--- config.mk ---
export PLATFORM = sky130hd
export DESIGN_NAME = rssi_proximity_haptic_driver
export DESIGN_NICKNAME = d
export VERILOG_FILES = /design/src/rtl/core/rphd_pkg.sv /design/src/rtl/core/rssi_proximity_haptic_driver.sv
export SDC_FILE = /design/constraint.sdc
export NUM_CORES = 2
export LEC_CHECK = 0
export BUFFER_PORTS_ARGS = -buffer_cell sky130_fd_sc_hd__clkbuf_2
export CORE_UTILIZATION = 55
export DETAILED_ROUTE_END_ITERATION = 10
export GPL_TIMING_DRIVEN = 0
export PLACE_DENSITY_LB_ADDON = 0.25
export SYNTH_ARGS = -nofsm -noshare
export SYNTH_HDL_FRONTEND = slang
export SYNTH_SLANG_ARGS = --single-unit
--- constraint.sdc ---
create_clock -name clk -period 13.57 [get_ports clk]
set_input_delay 1.357 -clock clk [delete_from_list [all_inputs] [get_ports clk]]
set_output_delay 1.357 -clock clk [all_outputs]
set_load 0.005 [all_outputs]
--- src/rtl/core/rphd_pkg.sv ---
// Package for the RSSI proximity haptic driver: action and register codes,
// fixed-point constants and the constant lookup tables built at elaboration.
// Depends on nothing; used by rssi_proximity_haptic_driver.
package rphd_pkg;

  typedef enum logic [1:0] {
    ACT_TICK   = 2'd0,
    ACT_PACKET = 2'd1,
    ACT_PULSE  = 2'd2,
    ACT_NONE   = 2'd3
  } action_t;

  localparam logic REG_INTENSITY = 1'b0;
  localparam logic REG_CONSTANT  = 1'b1;

  localparam int STEP_MAX   = 19;
  localparam int STEP_W     = 5;
  localparam int LEVEL_W    = 7;
  localparam int TARGET_W   = 10;
  localparam int FACTOR_W   = 8;
  localparam int STEP_IDX_N = 111;
  localparam int STEP_IDX_W = 7;
  localparam int MS_W       = 11;

  localparam int DIV_W       = 21;
  localparam int RECIP_W     = 21;
  localparam int DIV_PROD_W  = 42;
  localparam int RECIP_SHIFT = 24;

  localparam logic [RECIP_W-1:0] RECIP_10 = 21'd1677722;
  localparam logic [RECIP_W-1:0] RECIP_95 = 21'd176603;

  localparam logic signed [15:0] RSSI_RESET     = -16'sd25600;
  localparam logic [17:0]        INTERVAL_RESET = 18'd153600;
  localparam logic [4:0]         STEP_RESET     = 5'd19;

  localparam logic signed [21:0] RSSI_BIAS  = 22'sd655365;
  localparam logic signed [21:0] RSSI_UNB   = 22'sd65536;
  localparam logic signed [21:0] RSSI_QMAX  = 22'sd32767;
  localparam logic signed [21:0] RSSI_QMIN  = -22'sd32768;

  localparam logic [31:0] PULSE_MS       = 32'd200;
  localparam logic [31:0] TIMEOUT_MS     = 32'd5000;
  localparam logic [31:0] TOGGLE_HOLD_MS = 32'd200;
  localparam logic [MS_W-1:0] ON_MIN_MS  = 11'd60;
  localparam logic [MS_W-1:0] OFF_MIN_MS = 11'd40;

  function automatic logic [STEP_IDX_N*STEP_W-1:0] build_step_lut();
    logic [STEP_IDX_N*STEP_W-1:0] t;
    int v;
    t = '0;
    for (int i = 0; i < STEP_IDX_N; i++) begin
      v = (i * 38 + 110) / 220;
      t[i*STEP_W +: STEP_W] = v[STEP_W-1:0];
    end
    return t;
  endfunction

  function automatic logic [128*LEVEL_W-1:0] build_drive_lut();
    logic [128*LEVEL_W-1:0] t;
    int s;
    int b;
    t = '0;
    for (int i = 0; i < 128; i++) begin
      s = i % 32;
      if (s > STEP_MAX) s = STEP_MAX;
      b = 127 - (s * 200 + 19) / 38;
      if (b < 20) b = 20;
      if (b > 127) b = 127;
      case (i / 32)
        0: b = (b * 40 + 50) / 100;
        1: b = (b * 65 + 50) / 100;
        2: b = (b * 85 + 50) / 100;
        default: b = b;
      endcase
      if (b < 10) b = 10;
      if (b > 127) b = 127;
      t[i*LEVEL_W +: LEVEL_W] = b[LEVEL_W-1:0];
    end
    return t;
  endfunction

  function automatic logic [32*TARGET_W-1:0] build_target_lut();
    logic [32*TARGET_W-1:0] t;
    int s;
    int v;
    t = '0;
    for (int i = 0; i < 32; i++) begin
      s = (i > STEP_MAX) ? STEP_MAX : i;
      v = 120 + (s * 1360 + 19) / 38;
      if (v > 800) v = 800;
      t[i*TARGET_W +: TARGET_W] = v[TARGET_W-1:0];
    end
    return t;
  endfunction

  function automatic logic [32*FACTOR_W-1:0] build_factor_lut();
    logic [32*FACTOR_W-1:0] t;
    int s;
    int v;
    t = '0;
    for (int i = 0; i < 32; i++) begin
      s = (i > STEP_MAX) ? STEP_MAX : i;
      v = 152 - 5 * s;
      t[i*FACTOR_W +: FACTOR_W] = v[FACTOR_W-1:0];
    end
    return t;
  endfunction

  localparam logic [STEP_IDX_N*STEP_W-1:0] STEP_LUT   = build_step_lut();
  localparam logic [128*LEVEL_W-1:0]       DRIVE_LUT  = build_drive_lut();
  localparam logic [32*TARGET_W-1:0]       TARGET_LUT = build_target_lut();
  localparam logic [32*FACTOR_W-1:0]       FACTOR_LUT = build_factor_lut();

endpackage

--- src/rtl/core/rssi_proximity_haptic_driver.sv ---
// Top level of the RSSI proximity haptic driver: smoothing, distance mapping,
// pulse and constant-vibration sequencing around one shared reciprocal multiplier.
// Depends on rphd_pkg.
//
// One transaction is worked on at a time; in_stall stays high from acceptance
// until the result is registered. A packet walks S_RSSI_DIV, S_RSSI_STEP and
// S_FINISH; a tick walks S_TICK_PULSE and S_TICK_MODE, and in constant mode
// without timeout also S_INT_DIV, S_ON_MUL, S_ON_LOAD, S_ON_DIV and S_TOGGLE,
// before S_FINISH; a pulse request or unknown action goes straight to S_FINISH,
// which waits while out_stall holds the output register. The shared reciprocal
// multiplier serves the RSSI average, the interval average and the on-time in
// turn. The result sits in an output register, so a finished result does not
// block the next acceptance once it has been registered. Configuration writes
// take effect at once and belong between transactions.
module rssi_proximity_haptic_driver (
  input  logic              clk,
  input  logic              rst,
  input  logic              in_valid,
  output logic              in_stall,
  input  logic [1:0]        action,
  input  logic [31:0]       now_ms,
  input  logic signed [8:0] rssi_dbm,
  output logic              out_valid,
  input  logic              out_stall,
  output logic              motor_write,
  output logic [6:0]        motor_level,
  output logic              vibe_active,
  output logic [4:0]        distance_step,
  input  logic              cfg_write,
  input  logic              cfg_index,
  input  logic [1:0]        cfg_data
);

  typedef enum logic [10:0] {
    S_IDLE       = 11'b000_0000_0001,
    S_RSSI_DIV   = 11'b000_0000_0010,
    S_RSSI_STEP  = 11'b000_0000_0100,
    S_TICK_PULSE = 11'b000_0000_1000,
    S_TICK_MODE  = 11'b000_0001_0000,
    S_INT_DIV    = 11'b000_0010_0000,
    S_ON_MUL     = 11'b000_0100_0000,
    S_ON_LOAD    = 11'b000_1000_0000,
    S_ON_DIV     = 11'b001_0000_0000,
    S_TOGGLE     = 11'b010_0000_0000,
    S_FINISH     = 11'b100_0000_0000
  } state_t;

  state_t state;
  state_t state_next;

  logic [1:0]        intensity_mode;
  logic              constant_feedback;

  logic signed [15:0] smoothed_rssi;
  logic [17:0]        smoothed_interval;
  logic [4:0]         latest_step;
  logic [31:0]        last_reception_time;
  logic [31:0]        pulse_stop_time;
  logic [31:0]        next_toggle_time;
  logic               vibe_on_phase;
  logic               pulse_pending;
  logic [4:0]         pulse_step;
  logic               pulse_running;
  logic [6:0]         level_held;
  logic               wrote;
  logic               timed_out;

  logic [31:0]              item_now;
  logic [24:0]              on_prod;
  logic [rphd_pkg::MS_W-1:0] on_ms;
  logic [rphd_pkg::MS_W-1:0] off_ms;

  logic [rphd_pkg::DIV_W-1:0]      div_num;
  logic [rphd_pkg::RECIP_W-1:0]    div_recip;
  logic [rphd_pkg::DIV_PROD_W-1:0] div_prod;
  logic [rphd_pkg::DIV_W-1:0]      div_quot;

  logic signed [21:0] rssi_x;
  logic signed [21:0] rssi_s;
  logic signed [21:0] rssi_num;
  logic signed [21:0] rssi_val;
  logic signed [15:0] rssi_sat;
  logic [16:0]        rssi_mag;
  logic [16:0]        rssi_mag_rnd;
  logic [7:0]         rssi_k;
  logic [rphd_pkg::STEP_IDX_W-1:0] step_idx;
  logic [4:0]         step_new;

  logic [31:0] pulse_start_time;
  logic [31:0] tick_stop_time;
  logic        tick_run;
  logic        tick_end;
  logic [31:0] since_rx;
  logic        tmo;
  logic [6:0]  pulse_level;
  logic [6:0]  vibe_level;
  logic [rphd_pkg::TARGET_W-1:0] target;
  logic [rphd_pkg::FACTOR_W-1:0] factor;
  logic [rphd_pkg::DIV_W-1:0]    int_num;
  logic [25:0] on_prod_full;
  logic [25:0] on_num_full;
  logic [18:0] whole_full;
  logic [rphd_pkg::MS_W-1:0] whole;
  logic [rphd_pkg::MS_W-1:0] on_raw;
  logic [rphd_pkg::MS_W-1:0] off_raw;
  logic [rphd_pkg::MS_W-1:0] on_ms_new;
  logic [rphd_pkg::MS_W-1:0] off_ms_new;
  logic        toggle_due;
  logic        out_free;

  assign in_stall = (state != S_IDLE);
  assign out_free = !out_valid || !out_stall;

  // shared reciprocal multiplier: quotient by a small constant, combinational
  assign div_prod = rphd_pkg::DIV_PROD_W'(div_num) * rphd_pkg::DIV_PROD_W'(div_recip);
  assign div_quot = rphd_pkg::DIV_W'(div_prod[rphd_pkg::DIV_PROD_W-1:rphd_pkg::RECIP_SHIFT]);

  // RSSI average numerator, biased to stay positive
  assign rssi_x   = 22'(rssi_dbm);
  assign rssi_s   = 22'(smoothed_rssi);
  assign rssi_num = (rssi_x <<< 8) + (rssi_s <<< 3) + rssi_s + rphd_pkg::RSSI_BIAS;
  assign rssi_val = $signed({1'b0, div_quot}) - rphd_pkg::RSSI_UNB;

  always_comb begin
    if (rssi_val > rphd_pkg::RSSI_QMAX) begin
      rssi_sat = 16'sh7fff;
    end else if (rssi_val < rphd_pkg::RSSI_QMIN) begin
      rssi_sat = 16'sh8000;
    end else begin
      rssi_sat = rssi_val[15:0];
    end
  end

  assign rssi_mag     = 17'd0 - 17'(smoothed_rssi);
  assign rssi_mag_rnd = rssi_mag + 17'd128;
  assign rssi_k       = rssi_mag_rnd[15:8];

  always_comb begin
    if (!smoothed_rssi[15] || rssi_k < 8'd10) begin
      step_idx = '0;
    end else if (rssi_k > 8'd120) begin
      step_idx = 7'd110;
    end else begin
      step_idx = 7'(rssi_k - 8'd10);
    end
  end

  assign step_new = rphd_pkg::STEP_LUT[step_idx*rphd_pkg::STEP_W +: rphd_pkg::STEP_W];

  // tick: pulse start and stop, timeout
  assign pulse_start_time = item_now + rphd_pkg::PULSE_MS;
  assign tick_stop_time   = pulse_pending ? pulse_start_time : pulse_stop_time;
  assign tick_run         = pulse_running || pulse_pending;
  assign tick_end         = tick_run && (item_now > tick_stop_time);
  assign since_rx         = item_now - last_reception_time;
  assign tmo              = since_rx > rphd_pkg::TIMEOUT_MS;

  assign pulse_level = rphd_pkg::DRIVE_LUT[{intensity_mode, pulse_step}*rphd_pkg::LEVEL_W
                                           +: rphd_pkg::LEVEL_W];
  assign vibe_level  = rphd_pkg::DRIVE_LUT[{intensity_mode, latest_step}*rphd_pkg::LEVEL_W
                                           +: rphd_pkg::LEVEL_W];

  // constant mode: interval average, on and off times
  assign target  = rphd_pkg::TARGET_LUT[latest_step*rphd_pkg::TARGET_W +: rphd_pkg::TARGET_W];
  assign factor  = rphd_pkg::FACTOR_LUT[latest_step*rphd_pkg::FACTOR_W +: rphd_pkg::FACTOR_W];
  assign int_num = (rphd_pkg::DIV_W'(target) << 9)
                 + (rphd_pkg::DIV_W'(smoothed_interval) << 3)
                 + rphd_pkg::DIV_W'(5);

  assign on_prod_full = 26'(smoothed_interval) * 26'(factor);
  assign on_num_full  = {on_prod, 1'b0} + 26'd48640;
  assign whole_full   = 19'(smoothed_interval) + 19'd128;
  assign whole        = whole_full[18:8];
  assign on_raw       = div_quot[rphd_pkg::MS_W-1:0];
  assign off_raw      = (whole >= on_raw) ? whole - on_raw : '0;
  assign on_ms_new    = (on_raw < rphd_pkg::ON_MIN_MS) ? rphd_pkg::ON_MIN_MS : on_raw;
  assign off_ms_new   = (off_raw < rphd_pkg::OFF_MIN_MS) ? rphd_pkg::OFF_MIN_MS : off_raw;
  assign toggle_due   = item_now >= next_toggle_time;

  always_comb begin
    state_next = state;
    case (state)
      S_IDLE: begin
        if (in_valid) begin
          case (action)
            rphd_pkg::ACT_TICK:   state_next = S_TICK_PULSE;
            rphd_pkg::ACT_PACKET: state_next = S_RSSI_DIV;
            default:              state_next = S_FINISH;
          endcase
        end
      end
      S_RSSI_DIV:   state_next = S_RSSI_STEP;
      S_RSSI_STEP:  state_next = S_FINISH;
      S_TICK_PULSE: state_next = S_TICK_MODE;
      S_TICK_MODE: begin
        if (timed_out || !constant_feedback) state_next = S_FINISH;
        else state_next = S_INT_DIV;
      end
      S_INT_DIV: state_next = S_ON_MUL;
      S_ON_MUL:  state_next = S_ON_LOAD;
      S_ON_LOAD: state_next = S_ON_DIV;
      S_ON_DIV:  state_next = S_TOGGLE;
      S_TOGGLE:  state_next = S_FINISH;
      S_FINISH: begin
        if (out_free) state_next = S_IDLE;
      end
      default: state_next = S_IDLE;
    endcase
  end

  always_ff @(posedge clk) begin
    if (rst) begin
      state               <= S_IDLE;
      intensity_mode      <= 2'd0;
      constant_feedback   <= 1'b1;
      smoothed_rssi       <= rphd_pkg::RSSI_RESET;
      smoothed_interval   <= rphd_pkg::INTERVAL_RESET;
      latest_step         <= rphd_pkg::STEP_RESET;
      last_reception_time <= '0;
      pulse_stop_time     <= '0;
      next_toggle_time    <= '0;
      vibe_on_phase       <= 1'b0;
      pulse_pending       <= 1'b0;
      pulse_step          <= '0;
      pulse_running       <= 1'b0;
      level_held          <= '0;
      wrote               <= 1'b0;
      timed_out           <= 1'b0;
      out_valid           <= 1'b0;
    end else begin
      state <= state_next;

      if (cfg_write) begin
        if (cfg_index == rphd_pkg::REG_INTENSITY) intensity_mode <= cfg_data;
        else constant_feedback <= cfg_data[0];
      end

      if (state == S_FINISH && out_free) begin
        out_valid <= 1'b1;
      end else if (out_valid && !out_stall) begin
        out_valid <= 1'b0;
      end

      case (state)
        S_IDLE: begin
          if (in_valid) begin
            item_now <= now_ms;
            wrote    <= 1'b0;
            case (action)
              rphd_pkg::ACT_PACKET: begin
                last_reception_time <= now_ms;
                div_num   <= rssi_num[rphd_pkg::DIV_W-1:0];
                div_recip <= rphd_pkg::RECIP_10;
              end
              rphd_pkg::ACT_PULSE: begin
                pulse_step    <= '0;
                pulse_pending <= 1'b1;
              end
              default: ;
            endcase
          end
        end
        S_RSSI_DIV: begin
          smoothed_rssi <= rssi_sat;
        end
        S_RSSI_STEP: begin
          latest_step <= step_new;
          if (!constant_feedback) begin
            pulse_step    <= step_new;
            pulse_pending <= 1'b1;
          end
        end
        S_TICK_PULSE: begin
          pulse_pending   <= 1'b0;
          pulse_stop_time <= tick_stop_time;
          pulse_running   <= tick_run && !tick_end;
          timed_out       <= tmo;
          if (tick_end) begin
            level_held <= '0;
            wrote      <= 1'b1;
          end else if (pulse_pending) begin
            level_held <= pulse_level;
            wrote      <= 1'b1;
          end
        end
        S_TICK_MODE: begin
          if (timed_out) begin
            if (pulse_running || vibe_on_phase) begin
              level_held    <= '0;
              wrote         <= 1'b1;
              pulse_running <= 1'b0;
              vibe_on_phase <= 1'b0;
            end
            next_toggle_time <= item_now + rphd_pkg::TOGGLE_HOLD_MS;
          end else if (constant_feedback) begin
            div_num   <= int_num;
            div_recip <= rphd_pkg::RECIP_10;
          end
        end
        S_INT_DIV: begin
          smoothed_interval <= div_quot[17:0];
        end
        S_ON_MUL: begin
          on_prod <= on_prod_full[24:0];
        end
        S_ON_LOAD: begin
          div_num   <= rphd_pkg::DIV_W'(on_num_full[25:10]);
          div_recip <= rphd_pkg::RECIP_95;
        end
        S_ON_DIV: begin
          on_ms  <= on_ms_new;
          off_ms <= off_ms_new;
        end
        S_TOGGLE: begin
          if (toggle_due) begin
            wrote <= 1'b1;
            if (vibe_on_phase) begin
              level_held       <= '0;
              vibe_on_phase    <= 1'b0;
              next_toggle_time <= item_now + 32'(off_ms);
            end else begin
              level_held       <= vibe_level;
              vibe_on_phase    <= 1'b1;
              next_toggle_time <= item_now + 32'(on_ms);
            end
          end
        end
        S_FINISH: begin
          if (out_free) begin
            motor_write   <= wrote;
            motor_level   <= level_held;
            vibe_active   <= vibe_on_phase;
            distance_step <= latest_step;
          end
        end
        default: ;
      endcase
    end
  end

  a_step_range: assert property (@(posedge clk) disable iff (rst)
    (latest_step <= 5'd19) && (pulse_step <= 5'd19))
    else $error("distance step out of range");

  a_interval_range: assert property (@(posedge clk) disable iff (rst)
    smoothed_interval <= 18'd204800)
    else $error("smoothed interval above its ceiling");

  a_busy_after_accept: assert property (@(posedge clk) disable iff (rst)
    (in_valid && !in_stall) |=> in_stall)
    else $error("accepted a transaction without going busy");

  a_result_on_finish: assert property (@(posedge clk) disable iff (rst)
    (state == S_FINISH && out_free) |=> (out_valid && state == S_IDLE))
    else $error("finished transaction not registered");

endmodule
==> results by stage <==
Run status:
- The flow ran to the end, and the final reports show no timing, DRC or antenna violations.

Worst hold path:
- In this run the worst hold path is classified as reg2reg.
- The startpoint identified for the worst hold timing path is latest_step[3].
- For hold timing, the worst endpoint is distance_step[3].
- The number of instances on the worst hold path is 0.

Routing:
- The detailed-routing iteration count for the pre-antenna-repair pass is 6.
- The number of nets still failing antenna checks after routing is 0.
- Using the TritonRoute via totals, the vias-per-cell ratio works out to 5.845.
- In this run, the number of DRC markers left after iteration 0 of detailed routing was 2444.
- The routed design has ~100000 µm of wire.
- The wire length per cell is 19.83 µm.
- After detailed routing, the number of remaining DRC violations is 0.
- The final route contains 29380 vias.

Run:
- The number of max-cap violations is 0.

Clock network:
- The clock insertion delay at the later pin of the skew report is 550 ps.
- For this design, the CTS-stage hold fixing added 0 buffers.
- Clock-pin slew was measured on the worst setup and hold paths at approximately 70 ps.
- The buffer cell driving the clock tree root is sky130_fd_sc_hd__clkbuf_16.
- The number of H-tree levels is 2.
- The number of CTS-inserted buffers is 34.
- The clock net sink count is 275.
- The post-CTS setup repair buffer count is 0.
- The clock tree buffer depth is 3.
- In this run, post-CTS repair resized a total of 0 instances.
- TritonCTS built the clock tree.

Timing:
- Setup repair after global routing left no endpoint under its margin.
- The final clock skew is about 27 ps.
- Of the available clock period, the critical path in the final layout requires 75.79%.
- The post-layout minimum cycle time is between 10000 and 15000 ps.
- The count of pins over their slew limit is 0.
- The setup violation total in the final timing report is 0.
- The total negative slack is 0 ps.
- The headroom to the max-slew limit is roughly a fifth.
- At the pin with the least slew margin, the transition time is 1192 ps.
- The count of final hold-check violations is 0.
- The timing-limited maximum frequency is just under 100 MHz.

Placed design:
- The congestion estimate from routability-driven global placement came to roughly 1.
- The total instance count after detailed placement is 4965.
- Buffers placed on the I/O ports in this run total 66.
- The half-perimeter wire length after detailed placement is between 70000 and 80000 µm.

Worst setup path:
- The worst setup path category is reg2reg.
- The slack of the worst reg-to-reg path is 3290 ps.
- For this run, the slowest stage of the critical path takes 600 ps.
- The nature of the critical path endpoint is a flip-flop.
- The cell repeated most along the worst path is sky130_fd_sc_hd__fa_1.
- The endpoint identified for the worst register-to-register timing path is smoothed_rssi[6].
- The maximum fanout along the worst path is 10.
- The data arrival time of the critical path is 10730 ps.
- The worst register-to-register path has a depth of 29.
- The worst endpoint required time is 14020 ps.
- The worst register-to-register path begins at div_recip[17].
- The nature of the critical path startpoint is a flip-flop.
- The slowest cell on the critical path is sky130_fd_sc_hd__o21ai_0.

Logic synthesis:
- The average cell area after synthesis is 8.654 µm².
- The portion of synthesized cell area occupied by the leading cell type is 19.22%.
- For this run, asynchronously set or reset flops after synthesis account for 0%.
- For this run, the number of Yosys warnings is 0.
- The fraction of the yosys area taken by sequential cells is 18.82%.
- The mapped cell area is 35000 µm².
- The post-synthesis cell type count is 99.
- Ranked by total cell area, the synthesized netlist is headed by sky130_fd_sc_hd__fa_1 (19%), sky130_fd_sc_hd__ha_1 (17%), sky130_fd_sc_hd__dfxtp_1 (9.6%), sky130_fd_sc_hd__edfxtp_1 (9.3%), sky130_fd_sc_hd__inv_1 (6.6%).
- sky130_fd_sc_hd__fa_1 takes more of the synthesized area than any other cell.
- The dominant synthesized flop cell is sky130_fd_sc_hd__dfxtp_1.
- The synthesized design contains 275 register bits.
- The number of flops mapped to enable cells by yosys is 108.
- Synthesis produced a netlist whose cell count is 4044.
- The net count after synthesis is 4896.

Global routing:
- The global-route usage over all layers is 31.42%.
- The remaining global-route overflow is 0.
- Entering global routing, the biggest net connects 27 pins.
- The first global-routing pass estimated 157700 µm of wire.
- The initial antenna violation count was 2.
- The via count of the first global-routing pass is approximately 29000.

Layout:
- The layout overhead on the synthesized area is 7.580%.
- The share of final-layout standard cells stronger than drive strength 1 is 4.665%.
- Fill cells in the final layout number 5701.
- The final standard cell count with taps included and fillers excluded is 5026.
- The final layout contains roughly 5000 nets.
- 0 antenna diodes ended up in the layout.

Die:
- The die covers 64640 µm².
- Once the floorplan was initialized, standard cells occupied 55.58% of the core.
- Measured along the x axis, the die boundary spans 254.3 µm.
- The number of top-level pins is 67.
- The floorplan has 92 rows.
- The region available for standard cell placement spans between 60000 and 70000 µm².
- The die boundary height is 254.3 µm.

Power:
- The worst ir drop on vdd is 435.5 µV.
- The standby leakage power is between 15 and 20 nW.
- In this run the power density over the cells is 233.6 nW/µm².
[through the flow]
step / setup WS (ps) / utilization (%) / instance area [µm²] / power (mW) / hold WS [ps]
after global placement: 3509 / 57.79 / 36380 / 7.605 / 415.6
after detailed placement: 3481 / 57.99 / 36510 / 7.675 / 418.1
after floorplan: 5151 / - / 35000 / 5.907 / 406.4
final: 3286 / 59.79 / 37650 / 8.796 / 434.1
after global routing: 2910 / 59.79 / 37650 / 9.510 / 450.2
after CTS: 3435 / 59.78 / 37640 / 8.664 / 433.6
[synthesized netlist by cell type, drive strengths merged, types with 10 or more instances]
cell type,number
a2111oi,13
a211oi,81
a21o,58
a21oi,230
a22oi,22
a31oi,20
and2,92
and3,33
buf,14
clkbuf,145
dfxtp,167
edfxtp,108
fa,336
ha,465
inv,612
mux2,12
mux2i,32
nand2,356
nand2b,26
nand3,76
nand3b,10
nand4,33
nor2,303
nor2b,64
nor3,71
nor3b,15
nor4,14
o211ai,21
o21a,27
o21ai,192
o21bai,20
o22ai,13
o31ai,15
or3,10
or4,12
xnor2,110
xor2,78
[final cells by class]
cell class / count / area, µm² / share of cell area [%]
plain buffers: 159 / 615.6 / 1.635
clock buffers: 42 / 933.4 / 2.479
clock inverters: 19 / 193.9 / 0.5151
inverters: 615 / 2308 / 6.132
multi-input cells: 2995 / 25530 / 67.82
flip-flops and latches: 275 / 6586 / 17.49
well taps: 846 / 1059 / 2.812
repair buffers: 75 / 420.4 / 1.117
[critical path: cells and delay by family (launching register included)]
kind / cells / cell delay (ps)
buffers and inverters: 5 / 980
adder cells (fa/ha/maj): 9 / 4080
AO/OA/AOI/OAI: 9 / 2420
flip-flops: 1 / 530
XOR/XNOR: 1 / 360
AND/OR/NAND/NOR: 5 / 1770
[cells in the final DEF, fill, tap and decap left out, types with 108 or more instances in the layout]
cell type and instances:
sky130_fd_sc_hd__ha_1 465, sky130_fd_sc_hd__inv_1 612, sky130_fd_sc_hd__edfxtp_1 108, sky130_fd_sc_hd__nor2_1 302, sky130_fd_sc_hd__a21oi_1 229, sky130_fd_sc_hd__dfxtp_1 167
sky130_fd_sc_hd__clkbuf_1 145, sky130_fd_sc_hd__o21ai_0 186, sky130_fd_sc_hd__xnor2_1 108, sky130_fd_sc_hd__fa_1 336, sky130_fd_sc_hd__nand2_1 355
[registers in the layout (all words and copies together), names as in the netlist, 2 cells and up]
| signal | count |
|---|---|
| on_prod | 17 |
| state | 11 |
| pulse_stop_time | 32 |
| smoothed_rssi | 16 |
| last_reception_time | 32 |
| next_toggle_time | 32 |
| intensity_mode | 2 |
| distance_step | 5 |
| latest_step | 5 |
| on_ms | 11 |
| div_num | 21 |
| off_ms | 11 |
| smoothed_interval | 18 |
| motor_level | 7 |
| div_recip | 2 |
| level_held | 7 |
| pulse_step | 5 |
| item_now | 32 |
[worst max path at each step]
stage | end | cells past startpoint | slack [ps] | startpoint
detailed placement | smoothed_rssi[6] | 29 | 3480 | div_recip[17]
global route | smoothed_rssi[6] | 29 | 2910 | div_recip[17]
floorplan | off_ms[2] | 38 | 5150 | div_recip[17]
finish | smoothed_rssi[6] | 29 | 3290 | div_recip[17]
global placement | smoothed_rssi[6] | 29 | 3510 | div_recip[17]
CTS | smoothed_rssi[6] | 29 | 3430 | div_recip[17]
[power by group]
part	internal (mW)	leakage, nW	total [mW]	switching, mW
clock	0.552	0.552	0.941	0.389
combinational	2.52	13.9	6.77	4.26
sequential	1.04	2.33	1.08	0.0385
total	4.11	16.8	8.80	4.69
[metal layers]
layer / GRT usage, % / up-vias / routed length (µm)
li1: - / 13900 / -
met3: 4.930 / 183 / 8414
met1: 44.38 / 14100 / 43990
met5: 0 / - / 11
met4: 9.914 / 2 / 3070
met2: 49.26 / 1186 / 44190
[kinds of logic after synthesis]
logic type | count (synthesis) | synth area share, %
AO/OA/AOI/OAI | 816 | 15.20
XOR/XNOR | 188 | 4.780
adder cells (fa/ha/maj) | 801 | 35.85
multiplexers | 46 | 1.430
flip-flops | 275 | 18.82
buffers and inverters | 774 | 8.355
AND/OR/NAND/NOR | 1144 | 15.57
Note: power is estimated with default switching activity, not from simulation.
